File: config.mk
export PLATFORM = sky130hd
export DESIGN_NAME = onewire_rom_search_engine_top
export DESIGN_NICKNAME = d
export VERILOG_FILES = /design/src/hdl/ows_pkg.sv /design/src/hdl/onewire_rom_search_engine_top.sv
export SDC_FILE = /design/constraint.sdc
export NUM_CORES = 1
export LEC_CHECK = 0
export ABC_AREA = 1
export BUFFER_PORTS_ARGS = -buffer_cell sky130_fd_sc_hd__buf_4
export CORE_MARGIN = 8
export CORE_UTILIZATION = 45
export CTS_CLUSTER_SIZE = 12
export DETAILED_ROUTE_END_ITERATION = 10
export HOLD_SLACK_MARGIN = 0.1
export PLACE_DENSITY = 0.64
export SYNTH_ARGS = -nofsm -noshare
export SYNTH_HDL_FRONTEND = slang
export SYNTH_SLANG_ARGS = --single-unit
File: constraint.sdc
create_clock -name clk -period 5.9 [get_ports clk]
set_clock_uncertainty 0.15 [all_clocks]
set_input_delay 0.59 -clock clk [delete_from_list [all_inputs] [get_ports clk]]
set_output_delay 0.59 -clock clk [all_outputs]
set_load 0.005 [all_outputs]
File: src/hdl/ows_pkg.sv
`timescale 1ns / 1ps

package ows_pkg;

    localparam int ROM_BITS     = 64;
    localparam int POS_W        = 7;
    localparam int LFD_W        = 4;
    localparam int FAMILY_LIMIT = 9;
    localparam int CMD_W        = 8;

    localparam logic [7:0] CRC_POLY       = 8'h8C;
    localparam logic [7:0] SEARCH_CMD_RST = 8'hF0;

    typedef enum logic [2:0] {
        OP_FIRST    = 3'd0,
        OP_NEXT     = 3'd1,
        OP_TARGET   = 3'd2,
        OP_SKIP     = 3'd3,
        OP_VERIFY   = 3'd4,
        OP_PRESENCE = 3'd5,
        OP_BIT_PAIR = 3'd6
    } op_t;

    typedef enum logic [1:0] {
        REQ_NONE      = 2'd0,
        REQ_RESET     = 2'd1,
        REQ_COMMAND   = 2'd2,
        REQ_DIRECTION = 2'd3
    } bus_req_t;

    // reflected crc-8, poly 0x8c, one byte lsb first
    function automatic logic [7:0] crc8_byte(input logic [7:0] crc, input logic [7:0] data);
        logic [7:0] c;
        logic [7:0] d;
        logic       mix;
        c = crc;
        d = data;
        for (int i = 0; i < 8; i++)
        begin
            mix = c[0] ^ d[0];
            c   = c >> 1;
            if (mix)
            begin
                c = c ^ CRC_POLY;
            end
            d = d >> 1;
        end
        return c;
    endfunction

endpackage

File: src/hdl/onewire_rom_search_engine_top.sv
`timescale 1ns / 1ps

// channel | signals                                                   | role
// cfg     | cfg_valid, cfg_ready, cfg_data                            | search command write
// in      | in_valid, in_ready, operation .. complement_bit           | command or bus event
// out     | out_valid, out_ready, bus_request .. status               | bus request and result
//
// one item per cycle while the output is not stalled; the result is registered in the output register on the transfer
// all decisions and the crc-8 byte update sit between the state and the output register
// in_ready is high while the output register is empty or being taken, so a stalled
// output holds the next item off; cfg_ready is always high
// reset sets search_command to 0xf0, clears the search state and empties the output

module onewire_rom_search_engine_top (
    input  logic                             clk,
    input  logic                             rst_n,
    input  logic                             cfg_valid,
    output logic                             cfg_ready,
    input  logic [ows_pkg::CMD_W-1:0]        cfg_data,
    input  logic                             in_valid,
    output logic                             in_ready,
    input  logic [2:0]                       operation,
    input  logic [7:0]                       family_byte,
    input  logic [ows_pkg::ROM_BITS-1:0]     device_id,
    input  logic                             presence,
    input  logic                             id_bit,
    input  logic                             complement_bit,
    output logic                             out_valid,
    input  logic                             out_ready,
    output logic [1:0]                       bus_request,
    output logic [ows_pkg::CMD_W-1:0]        command_byte,
    output logic                             direction,
    output logic                             done_res,
    output logic                             found,
    output logic [ows_pkg::ROM_BITS-1:0]     rom_id,
    output logic                             matches_res,
    output logic                             status
);

    import ows_pkg::*;

    typedef enum logic [1:0] {
        PH_IDLE     = 2'd0,
        PH_PRESENCE = 2'd1,
        PH_BITS     = 2'd2
    } phase_t;

    localparam logic [POS_W-1:0] POS_LAST   = POS_W'(ROM_BITS);
    localparam logic [POS_W-1:0] POS_FAMILY = POS_W'(FAMILY_LIMIT);

    logic [CMD_W-1:0]    search_cmd_reg;
    logic [ROM_BITS-1:0] rom_reg, rom_next;
    logic [ROM_BITS-1:0] verify_reg, verify_next;
    logic [POS_W-1:0]    ld_reg, ld_next;
    logic [LFD_W-1:0]    lfd_reg, lfd_next;
    logic                ldf_reg, ldf_next;
    logic [POS_W-1:0]    lzp_reg, lzp_next;
    logic [POS_W-1:0]    pos_reg, pos_next;
    logic [7:0]          crc_reg, crc_next;
    phase_t              phase_reg, phase_next;
    logic                verifying_reg, verifying_next;

    logic                out_valid_reg;
    bus_req_t            req_reg, req_next;
    logic [CMD_W-1:0]    cmd_reg, cmd_next;
    logic                dir_reg, dir_next;
    logic                done_reg, done_next;
    logic                found_reg, found_next;
    logic                match_reg, match_next;
    logic                ignored_reg, ignored_next;

    logic                accept;
    logic                do_start;
    logic                do_finish;
    logic                finish_ok;
    logic                good;
    logic [5:0]          idx;
    logic                dir;
    op_t                 op;

    assign op        = op_t'(operation);
    assign in_ready  = !out_valid_reg || out_ready;
    assign accept    = in_valid && in_ready;
    assign cfg_ready = 1'b1;

    always_comb
    begin
        rom_next       = rom_reg;
        verify_next    = verify_reg;
        ld_next        = ld_reg;
        lfd_next       = lfd_reg;
        ldf_next       = ldf_reg;
        lzp_next       = lzp_reg;
        pos_next       = pos_reg;
        crc_next       = crc_reg;
        phase_next     = phase_reg;
        verifying_next = verifying_reg;
        req_next       = REQ_NONE;
        cmd_next       = '0;
        dir_next       = 1'b0;
        done_next      = 1'b0;
        found_next     = 1'b0;
        match_next     = 1'b0;
        ignored_next   = 1'b0;
        do_start       = 1'b0;
        do_finish      = 1'b0;
        finish_ok      = 1'b0;
        good           = 1'b0;
        idx            = pos_reg[5:0] - 6'd1;
        dir            = 1'b0;

        if (operation inside {[OP_FIRST:OP_VERIFY]})
        begin
            if (phase_reg != PH_IDLE)
            begin
                ignored_next = 1'b1;
            end
            else
            begin
                case (op)
                    OP_FIRST:
                    begin
                        ld_next  = '0;
                        lfd_next = '0;
                        ldf_next = 1'b0;
                        do_start = 1'b1;
                    end
                    OP_NEXT:
                    begin
                        do_start = 1'b1;
                    end
                    OP_TARGET:
                    begin
                        rom_next = ROM_BITS'(family_byte);
                        ld_next  = POS_LAST;
                        lfd_next = '0;
                        ldf_next = 1'b0;
                    end
                    OP_SKIP:
                    begin
                        ld_next  = POS_W'(lfd_reg);
                        lfd_next = '0;
                        if (lfd_reg == '0)
                        begin
                            ldf_next = 1'b1;
                        end
                    end
                    default:
                    begin
                        rom_next       = device_id;
                        verify_next    = device_id;
                        ld_next        = POS_LAST;
                        ldf_next       = 1'b0;
                        verifying_next = 1'b1;
                        do_start       = 1'b1;
                    end
                endcase
            end
        end
        else if (op == OP_PRESENCE && phase_reg == PH_PRESENCE)
        begin
            if (presence)
            begin
                req_next   = REQ_COMMAND;
                cmd_next   = search_cmd_reg;
                phase_next = PH_BITS;
            end
            else
            begin
                do_finish = 1'b1;
            end
        end
        else if (op == OP_BIT_PAIR && phase_reg == PH_BITS)
        begin
            if (id_bit && complement_bit)
            begin
                do_finish = 1'b1;
            end
            else
            begin
                if (id_bit != complement_bit)
                begin
                    dir = id_bit;
                end
                else
                begin
                    if (pos_reg < ld_reg)
                    begin
                        dir = rom_reg[idx];
                    end
                    else
                    begin
                        dir = (pos_reg == ld_reg);
                    end
                    if (!dir)
                    begin
                        lzp_next = pos_reg;
                        if (pos_reg < POS_FAMILY)
                        begin
                            lfd_next = pos_reg[LFD_W-1:0];
                        end
                    end
                end
                rom_next[idx] = dir;
                req_next      = REQ_DIRECTION;
                dir_next      = dir;
                if (idx[2:0] == 3'd7)
                begin
                    crc_next = crc8_byte(crc_reg, rom_next[{idx[5:3], 3'b000} +: 8]);
                end
                pos_next = pos_reg + POS_W'(1);
                if (pos_reg >= POS_LAST)
                begin
                    do_finish = 1'b1;
                    finish_ok = (crc_next == 8'd0);
                end
            end
        end
        else
        begin
            ignored_next = 1'b1;
        end

        if (do_start)
        begin
            crc_next = '0;
            pos_next = POS_W'(1);
            lzp_next = '0;
            if (ldf_next)
            begin
                do_finish = 1'b1;
            end
            else
            begin
                req_next   = REQ_RESET;
                phase_next = PH_PRESENCE;
            end
        end

        if (do_finish)
        begin
            good = finish_ok && (rom_next[7:0] != 8'd0);
            if (finish_ok)
            begin
                ld_next = lzp_next;
                if (lzp_next == '0)
                begin
                    ldf_next = 1'b1;
                end
            end
            if (!good)
            begin
                ld_next  = '0;
                lfd_next = '0;
                ldf_next = 1'b0;
            end
            done_next      = 1'b1;
            found_next     = good;
            match_next     = verifying_next && good && (rom_next == verify_next);
            verifying_next = 1'b0;
            phase_next     = PH_IDLE;
        end
    end

    always_ff @(posedge clk or negedge rst_n)
    begin
        if (!rst_n)
        begin
            search_cmd_reg <= SEARCH_CMD_RST;
            rom_reg        <= '0;
            verify_reg     <= '0;
            ld_reg         <= '0;
            lfd_reg        <= '0;
            ldf_reg        <= 1'b0;
            lzp_reg        <= '0;
            pos_reg        <= POS_W'(1);
            crc_reg        <= '0;
            phase_reg      <= PH_IDLE;
            verifying_reg  <= 1'b0;
            out_valid_reg  <= 1'b0;
            req_reg        <= REQ_NONE;
            cmd_reg        <= '0;
            dir_reg        <= 1'b0;
            done_reg       <= 1'b0;
            found_reg      <= 1'b0;
            match_reg      <= 1'b0;
            ignored_reg    <= 1'b0;
        end
        else
        begin
            if (cfg_valid && cfg_ready)
            begin
                search_cmd_reg <= cfg_data;
            end
            if (accept)
            begin
                rom_reg       <= rom_next;
                verify_reg    <= verify_next;
                ld_reg        <= ld_next;
                lfd_reg       <= lfd_next;
                ldf_reg       <= ldf_next;
                lzp_reg       <= lzp_next;
                pos_reg       <= pos_next;
                crc_reg       <= crc_next;
                phase_reg     <= phase_next;
                verifying_reg <= verifying_next;
                req_reg       <= req_next;
                cmd_reg       <= cmd_next;
                dir_reg       <= dir_next;
                done_reg      <= done_next;
                found_reg     <= found_next;
                match_reg     <= match_next;
                ignored_reg   <= ignored_next;
                out_valid_reg <= 1'b1;
            end
            else if (out_ready)
            begin
                out_valid_reg <= 1'b0;
            end
        end
    end

    assign out_valid    = out_valid_reg;
    assign bus_request  = req_reg;
    assign command_byte = cmd_reg;
    assign direction    = dir_reg;
    assign done_res     = done_reg;
    assign found        = found_reg;
    assign rom_id       = rom_reg;
    assign matches_res  = match_reg;
    assign status       = ignored_reg;

`ifndef ASSERT_OFF
    a_bit_pos_range: assert property (@(posedge clk) disable iff (!rst_n)
        phase_reg == PH_BITS |-> (pos_reg >= POS_W'(1) && pos_reg <= POS_LAST))
        else $error("bit position out of range while taking bit pairs");

    a_family_limit: assert property (@(posedge clk) disable iff (!rst_n)
        POS_W'(lfd_reg) < POS_FAMILY)
        else $error("family discrepancy beyond family byte");

    a_last_device: assert property (@(posedge clk) disable iff (!rst_n)
        ldf_reg |-> ld_reg == '0)
        else $error("last device flag with nonzero last discrepancy");

    a_done_idle: assert property (@(posedge clk) disable iff (!rst_n)
        out_valid_reg && done_reg |-> phase_reg == PH_IDLE)
        else $error("pass ended but phase not idle");

    a_match_found: assert property (@(posedge clk) disable iff (!rst_n)
        out_valid_reg && match_reg |-> found_reg && done_reg)
        else $error("verify match without found device");
`endif

endmodule
==> Word-level counts from Yosys, hierarchy flattened <==
Index checks and enable logic that the tools add are counted.
{ "word_totals": {"wordCells": 247, "inputBits": 91, "register_bits": 189, "output_inout_bits": 82} }
{ "classes": {"shifts": 1, "order_cmp": 7, "muxes": 164, "bitwise_logic": 16, "n_reduce_logical": 24, "add_sub_neg": 2, "eq_ne": 14} }
{ "op_table": {"columns": ["op", "count"], "rows": [
  ["two-way mux 64 bit", 8],
  ["two-way mux 8 bit", 56],
  ["case mux 64 bit (2 select lines)", 1],
  ["two-way mux 7 bit", 17],
  ["bitwise mux 64 bit", 1],
  ["== test 64 bit", 1],
  ["variable part select 64 x 7 -> 8 bit", 1],
  ["two-way mux 1 bit", 53],
  ["two-way mux 4 bit", 11],
  ["two-way mux 2 bit", 13],
  ["NOT 2 -> 3 bit", 8],
  ["case mux 7 bit (3 select lines)", 1],
  ["== test 3 bit (second input constant)", 3],
  ["logical AND 1 bit", 9],
  ["zero test 8 bit", 1],
  ["nonzero test 8 bit", 1],
  ["bitwise XOR 1 bit", 8],
  ["adder 7 x 1 -> 7 bit (second input constant)", 1],
  ["== test 7 bit", 1],
  ["greater-or-equal comparator 7 bit (second input constant)", 1],
  ["zero test 7 bit", 1],
  ["< comparator 6 x 7 -> 1 bit (second input constant)", 1],
  ["< comparator 7 x 4 -> 1 bit (second input constant)", 1],
  ["< comparator 7 bit", 1],
  ["22 further kinds", 28]
]} }

==> Logic depth before layout (Yosys ltp) <==
{ "depth": {"word_depth": 82, "depth_mapped": 38, "mapped_depth_nobuf": 36} }

==> Worst setup path before layout <==
No wires, ideal clock.
{ "synth_timing": {"path_type": "flip-flop to flip-flop", "from": "register pos_reg[0]", "to": "register lfd_reg[2]", "n_path_buf": 3, "setup_time_ps": 66, "period_less_slack_ps": 4023, "stages_incl_launch_ff": 32, "required_time_ps": 5684, "path_slack_ps": 1877, "arrival_ps": 3807, "cell_sequence": "dfstp_2 -> inv_2 -> buf_2 -> ha_1 -> inv_2 -> clkbuf_1 -> nand2_1 -> o21ai_0 -> o21ai_1 -> nand3_2 -> o21bai_4 -> nand2_4 -> buf_6 -> o211ai_1 -> nand2_1 -> nor2_1 -> nand3_1 -> nand2_1 -> nand2_2 -> nand2_1 -> nand2_1 -> nand2_2 -> nand2_1 -> nand2_1 -> nand2_1 -> nand2_2 -> nand2_1 -> nor2_4 -> nand2_4 -> nand2_4 -> nand3_1 -> nand2_1"} }
{ "synth_via": {"elab_chain_cells": 77, "elab_cells_between_ends": 117, "classes_between": "1 x add/sub; 5 x order compare; 2 x eq/ne; 1 x shift; 89 x mux; 15 x bitwise; 4 x reduce/logical"} }
{ "synth_lines": {"columns": ["item", "line_no", "text"], "rows": [
  ["from (decl)", "onewire_rom_search_engine_top.sv:58", "logic [POS_W-1:0] pos_reg, pos_next;"],
  ["from (signal assigned)", "onewire_rom_search_engine_top.sv:303", "pos_reg <= pos_next;"],
  ["subtractor 6 x 1 -> 6 bit", "onewire_rom_search_engine_top.sv:109", "idx = pos_reg[5:0] - 6'd1;"],
  ["binary-select mux 1 bit (select 6 bit)", "onewire_rom_search_engine_top.sv:189", "dir = rom_reg[idx];"],
  ["two-way mux 1 bit (implied by the code)", "onewire_rom_search_engine_top.sv:189", null],
  ["two-way mux 1 bit", "onewire_rom_search_engine_top.sv:187", "if (pos_reg < ld_reg)"],
  ["two-way mux 1 bit", "onewire_rom_search_engine_top.sv:181", "if (id_bit != complement_bit)"],
  ["two-way mux 1 bit", "onewire_rom_search_engine_top.sv:175", "if (id_bit && complement_bit)"],
  ["two-way mux 1 bit", "onewire_rom_search_engine_top.sv:173", "else if (op == OP_BIT_PAIR && phase_reg == PH_BITS)"],
  ["two-way mux 1 bit", "onewire_rom_search_engine_top.sv:160", "else if (op == OP_PRESENCE && phase_reg == PH_PRESENCE)"],
  ["(+61 left out)", null, null],
  ["two-way mux 1 bit", "onewire_rom_search_engine_top.sv:212", "if (pos_reg >= POS_LAST)"],
  ["two-way mux 1 bit", "onewire_rom_search_engine_top.sv:175", null],
  ["two-way mux 1 bit", "onewire_rom_search_engine_top.sv:173", null],
  ["two-way mux 1 bit", "onewire_rom_search_engine_top.sv:160", null],
  ["two-way mux 1 bit", "onewire_rom_search_engine_top.sv:112", "if (operation inside {[OP_FIRST:OP_VERIFY]})"],
  ["logical AND 1 bit", "onewire_rom_search_engine_top.sv:242", "good = finish_ok && (rom_next[7:0] != 8'd0);"],
  ["two-way mux 4 bit", "onewire_rom_search_engine_top.sv:251", "if (!good)"],
  ["two-way mux 4 bit *", "onewire_rom_search_engine_top.sv:240", "if (do_finish)"],
  ["to (signal assigned)", "onewire_rom_search_engine_top.sv:300", "lfd_reg <= lfd_next;"],
  ["to (decl)", "onewire_rom_search_engine_top.sv:55", "logic [LFD_W-1:0] lfd_reg, lfd_next;"]
]} }
Every way passes the cells marked *; elsewhere a longest branch is shown, timed or not. The select of a mux whose other input is x is not followed.
A chain may end at the register's enable or synchronous reset.

==> Worst setup path in the final report <==
{ "layout_timing": {"from": "register pos_reg[0]", "to": "register match_reg, in the netlist matches_res"} }
{ "layout_via": {"elab_chain_cells": 78, "elab_cells_between_ends": 111, "classes_between": "1 x add/sub; 4 x order compare; 3 x eq/ne; 1 x shift; 81 x mux; 15 x bitwise; 6 x reduce/logical"} }
{ "layout_lines": {"columns": ["item", "line_no", "text"], "rows": [
  ["subtractor 6 x 1 -> 6 bit", "onewire_rom_search_engine_top.sv:109", null],
  ["binary-select mux 1 bit (select 6 bit)", "onewire_rom_search_engine_top.sv:189", null],
  ["two-way mux 1 bit (implied by the code)", "onewire_rom_search_engine_top.sv:189", null],
  ["two-way mux 1 bit", "onewire_rom_search_engine_top.sv:187", null],
  ["two-way mux 1 bit", "onewire_rom_search_engine_top.sv:181", null],
  ["two-way mux 1 bit", "onewire_rom_search_engine_top.sv:175", null],
  ["two-way mux 1 bit", "onewire_rom_search_engine_top.sv:173", null],
  ["two-way mux 1 bit", "onewire_rom_search_engine_top.sv:160", null],
  ["(+61 left out)", null, null],
  ["two-way mux 1 bit", "onewire_rom_search_engine_top.sv:212", null],
  ["two-way mux 1 bit", "onewire_rom_search_engine_top.sv:175", null],
  ["two-way mux 1 bit", "onewire_rom_search_engine_top.sv:173", null],
  ["two-way mux 1 bit", "onewire_rom_search_engine_top.sv:160", null],
  ["two-way mux 1 bit", "onewire_rom_search_engine_top.sv:112", null],
  ["logical AND 1 bit", "onewire_rom_search_engine_top.sv:242", null],
  ["logical AND 1 bit (2 in a row)", "onewire_rom_search_engine_top.sv:259", "match_next = verifying_next && good && (rom_next == verify_next);"],
  ["two-way mux 1 bit *", "onewire_rom_search_engine_top.sv:240", null],
  ["to (signal assigned)", "onewire_rom_search_engine_top.sv:312", "match_reg <= match_next;"],
  ["to (decl)", "onewire_rom_search_engine_top.sv:69", "logic match_reg, match_next;"]
]} }
Marked as above.

==> results.cfg <==
[finish]
drive_gt1_frac = 0.1289
multi_input_area_um2 = 8568
seq_area_um2 = 4736
final_cell_area_um2 = 17050
instances_no_fill = 2893
n_fill_cell = 3370
layout.nets = 2540
antenna_cells = 0
area_growth_pct = 15.09

[clocking]
cts_tree = built
postCtsSetupBuffers = 0
cts_sinks = 189
cts_resized = 0
cts_hold_buf = 1
cts_root_buf = clkbuf_16
clk_pin_slew_ns = 0.07
cts_made_buffers = 17
clockBufferDepth = 2
clk_latency_ns = 0.47
htree_num_levels = 4

[hold_path]
hp-class = input pin to flip-flop
min_delay_path_depth = 3
whs_endpoint = search_cmd_reg[2]
min_from = cfg_data[2]

[placement]
place_inst = 2860
dpl-instance-area_um2 = 16450
dp_hpwl_um = 53190
place.gp.congestion = 1.089
place_ws_ns = 0.6794
io_buffers = 171

[critical_path]
worstSetupPathType = flip-flop to flip-flop
reg2reg_from = pos_reg[0]
r2r_cells = 26
r2r-end = matches_res
worstPathRequired_ns = 6.16
worstSetupEndpointType = flip-flop
reg2reg_setup_slack_ns = 0.76
startpoint_type = flip-flop
arrival_ns = 5.39
critical_path.max_fanout = 40

[floorplanning]
ioPinCount = 173
start_util = 0.4564
core_area_um2 = 32450
die_area_um2 = 38980
die_h_um = 197.4
core.rowCount = 66
die_x_um = 197.4

[drt]
finalWirelength_um = 70180
drt_iter0_drc = 2491
antenna_left = 0
routedWlPerCell_um = 24.26
drc = 0
vias = 17473
drtPass1Iterations = 8
vias_per_cell = 6.040

[synthesis]
yosysUniqueCellTypes = 51
synth.avg_cell_area_um2 = 6.341
synthCells = 2336
synthesis.nets = 2438
syn_area_um2 = 14810
synth_seq_cells = 189
yosys_warnings = 0
yosysSeqAreaShare = 0.3197

[timing]
hold_viol_final = 0
drv_slew = 0
setup_ws_ns = 0.7649
max_freq_mhz = 194.7
post-route-period-util = 0.8704
timing.hold.ws_ns = 0.1813
slew_headroom = 0.2482
worstMarginPinSlew_ns = 1.116
period_needed_ns = 5.135
rsz0062_at_grt = false
fin_setup_tns_ns = 0
finalSetupViolations = 0

[pwr]
ir_drop_v = 0.0003382
pwr-share-seq = 0.229
clkPwrFrac = 0.119
p_int_uw = 4471
power.share.combinational = 0.653
power.density_nw_per_um2 = 601.0
switching_power_uw = 5776
leakagePower_uw = 0.008008
switching_share = 0.5637

[grt]
grt_max_degree = 104
antenna_found_initial = 1
grtUsageTotal = 0.3549
grt_first_pass_wirelength_um = 103700
grt_pass1_vias = 15913
overflow = 0

[run]
drv_cap = 0

[status]
outcome = finished clean
[cells in the final DEF, fill, tap and decap left out, types with 7 or more instances in the layout]
| cell type | count |
|---|---|
| nand2_1 | 631 |
| o21ai_0 | 336 |
| inv_1 | 242 |
| buf_4 | 207 |
| dfrtp_1 | 184 |
| nor2_1 | 176 |
| a21oi_1 | 162 |
| nand3_1 | 141 |
| o22ai_1 | 73 |
| o211ai_1 | 30 |
| nand4_1 | 18 |
| clkbuf_16 | 17 |
| o21ai_1 | 16 |
| xnor2_1 | 16 |
| inv_2 | 14 |
| nand2_2 | 13 |
| or2_2 | 12 |
| xor2_1 | 11 |
| ha_1 | 11 |
| nand3b_1 | 10 |
| a221oi_1 | 10 |
| nor2_2 | 9 |
| o221ai_1 | 9 |
| o21bai_1 | 9 |
| nor2_4 | 8 |
| o2111ai_1 | 7 |
[critical path: stages, from the launching register on]
cell and delay (ns):
dfstp_2 0.57, inv_2 0.08, buf_4 0.25, nand2_1 0.11, nand2_1 0.07, nand2_2 0.09, clkinv_2 0.23, nand3_1 0.19
nor2_1 0.06, nor2_1 0.08, nand2_1 0.09, o21bai_4 0.17, buf_4 0.46, nand3_1 0.17, a21oi_1 0.25, o22ai_1 0.11
a21oi_1 0.48, inv_1 0.12, nand2_1 0.08, o21ai_0 0.08, nor3_1 0.18, nand2_1 0.08, nor2_1 0.36, nand3_1 0.13
nor2_1 0.22, nand3_1 0.11, nand2_1 0.07
[power groups by stage]
stage / sequential (uW) / combinational (uW) / clock, uW
after floorplan: 2100 / 4280 / 0
after global placement: 2320 / 6420 / 0
after detailed placement: 2330 / 6470 / 0
after CTS: 2310 / 6500 / 1220
after global routing: 2370 / 7270 / 1270
final: 2340 / 6690 / 1220
[worst max path at each step]
stage | from | to | slack (ns) | depth (start not counted)
finish | pos_reg[0] | matches_res | 0.76 | 26
global route | pos_reg[0] | matches_res | 0.46 | 22
CTS | pos_reg[0] | matches_res | 0.93 | 27
detailed placement | operation[0] | matches_res | 0.68 | 20
global placement | operation[0] | matches_res | 0.62 | 20
floorplan | pos_reg[0] | lfd_reg[2] | 1.88 | 31
[kinds of logic after synthesis]
| logic type | share of synthesized area |
|---|---|
| compound gates | 0.2526 |
| xor+xnor | 0.01782 |
| fa+ha+maj | 0.009291 |
| buf+inv | 0.1044 |
| flops | 0.3197 |
| mux | 0.002027 |
| other cells | 0.0002532 |
| simple gates | 0.2939 |
[synthesized netlist by cell type, drive strengths merged]
| master | n | share of area |
|---|---|---|
| nand2 | 649 | 0.17 |
| o21ai | 352 | 0.12 |
| inv | 255 | 0.065 |
| nor2 | 193 | 0.052 |
| dfrtp | 184 | 0.31 |
| a21oi | 163 | 0.055 |
| nand3 | 145 | 0.050 |
| clkbuf | 86 | 0.022 |
| o22ai | 73 | 0.031 |
| buf | 42 | 0.016 |
| o211ai | 30 | 0.015 |
| nand4 | 18 | 0.0076 |
| xnor2 | 16 | 0.0095 |
| or2 | 12 | 0.0051 |
| xor2 | 12 | 0.0084 |
| ha | 11 | 0.0093 |
| a221oi | 10 | 0.0059 |
| nand3b | 10 | 0.0051 |
| o21bai | 10 | 0.0058 |
| o221ai | 9 | 0.0053 |
| o2111ai | 7 | 0.0041 |
| a211oi | 6 | 0.0030 |
| clkinv | 6 | 0.0016 |
| nor4 | 6 | 0.0025 |
| a31oi | 5 | 0.0021 |
| dfstp | 5 | 0.0089 |
| nor3 | 5 | 0.0017 |
| a22oi | 3 | 0.0015 |
| mux2i | 3 | 0.0020 |
| a21o | 2 | 0.0010 |
| o31ai | 2 | 0.0010 |
| a22o | 1 | 0.00059 |
| conb | 1 | 0.00025 |
| nor3b | 1 | 0.00051 |
| o211a | 1 | 0.00068 |
| o21a | 1 | 0.00051 |
| o2bb2ai | 1 | 0.00059 |
[per-layer routing]
metal	vias to the layer above	track usage	routed length [um]
met5	-	0	13
li1	7988	-	-
met4	2	0.1195	2400
met1	8235	0.5121	29740
met3	138	0.08773	8401
met2	1110	0.5081	29630
[final cells by class]
type,instances,share of cell area
Clock buffer,18,0.02576
Clock inverter,14,0.009027
Inverter,261,0.05754
Multi-Input combinational cell,1758,0.5026
Sequential cell,189,0.2778
Tap cell,442,0.03244
Timing Repair Buffer,211,0.09489
[through the flow]
stage	utilization	total power [uW]
2_1_floorplan	-	6382
6_report	0.5253	10250
3_3_place_gp	0.5067	8749
4_1_cts	0.5253	10030
3_5_place_dp	0.5067	8805
5_1_grt	0.5253	10910
Note: power is estimated with default switching activity, not from simulation.
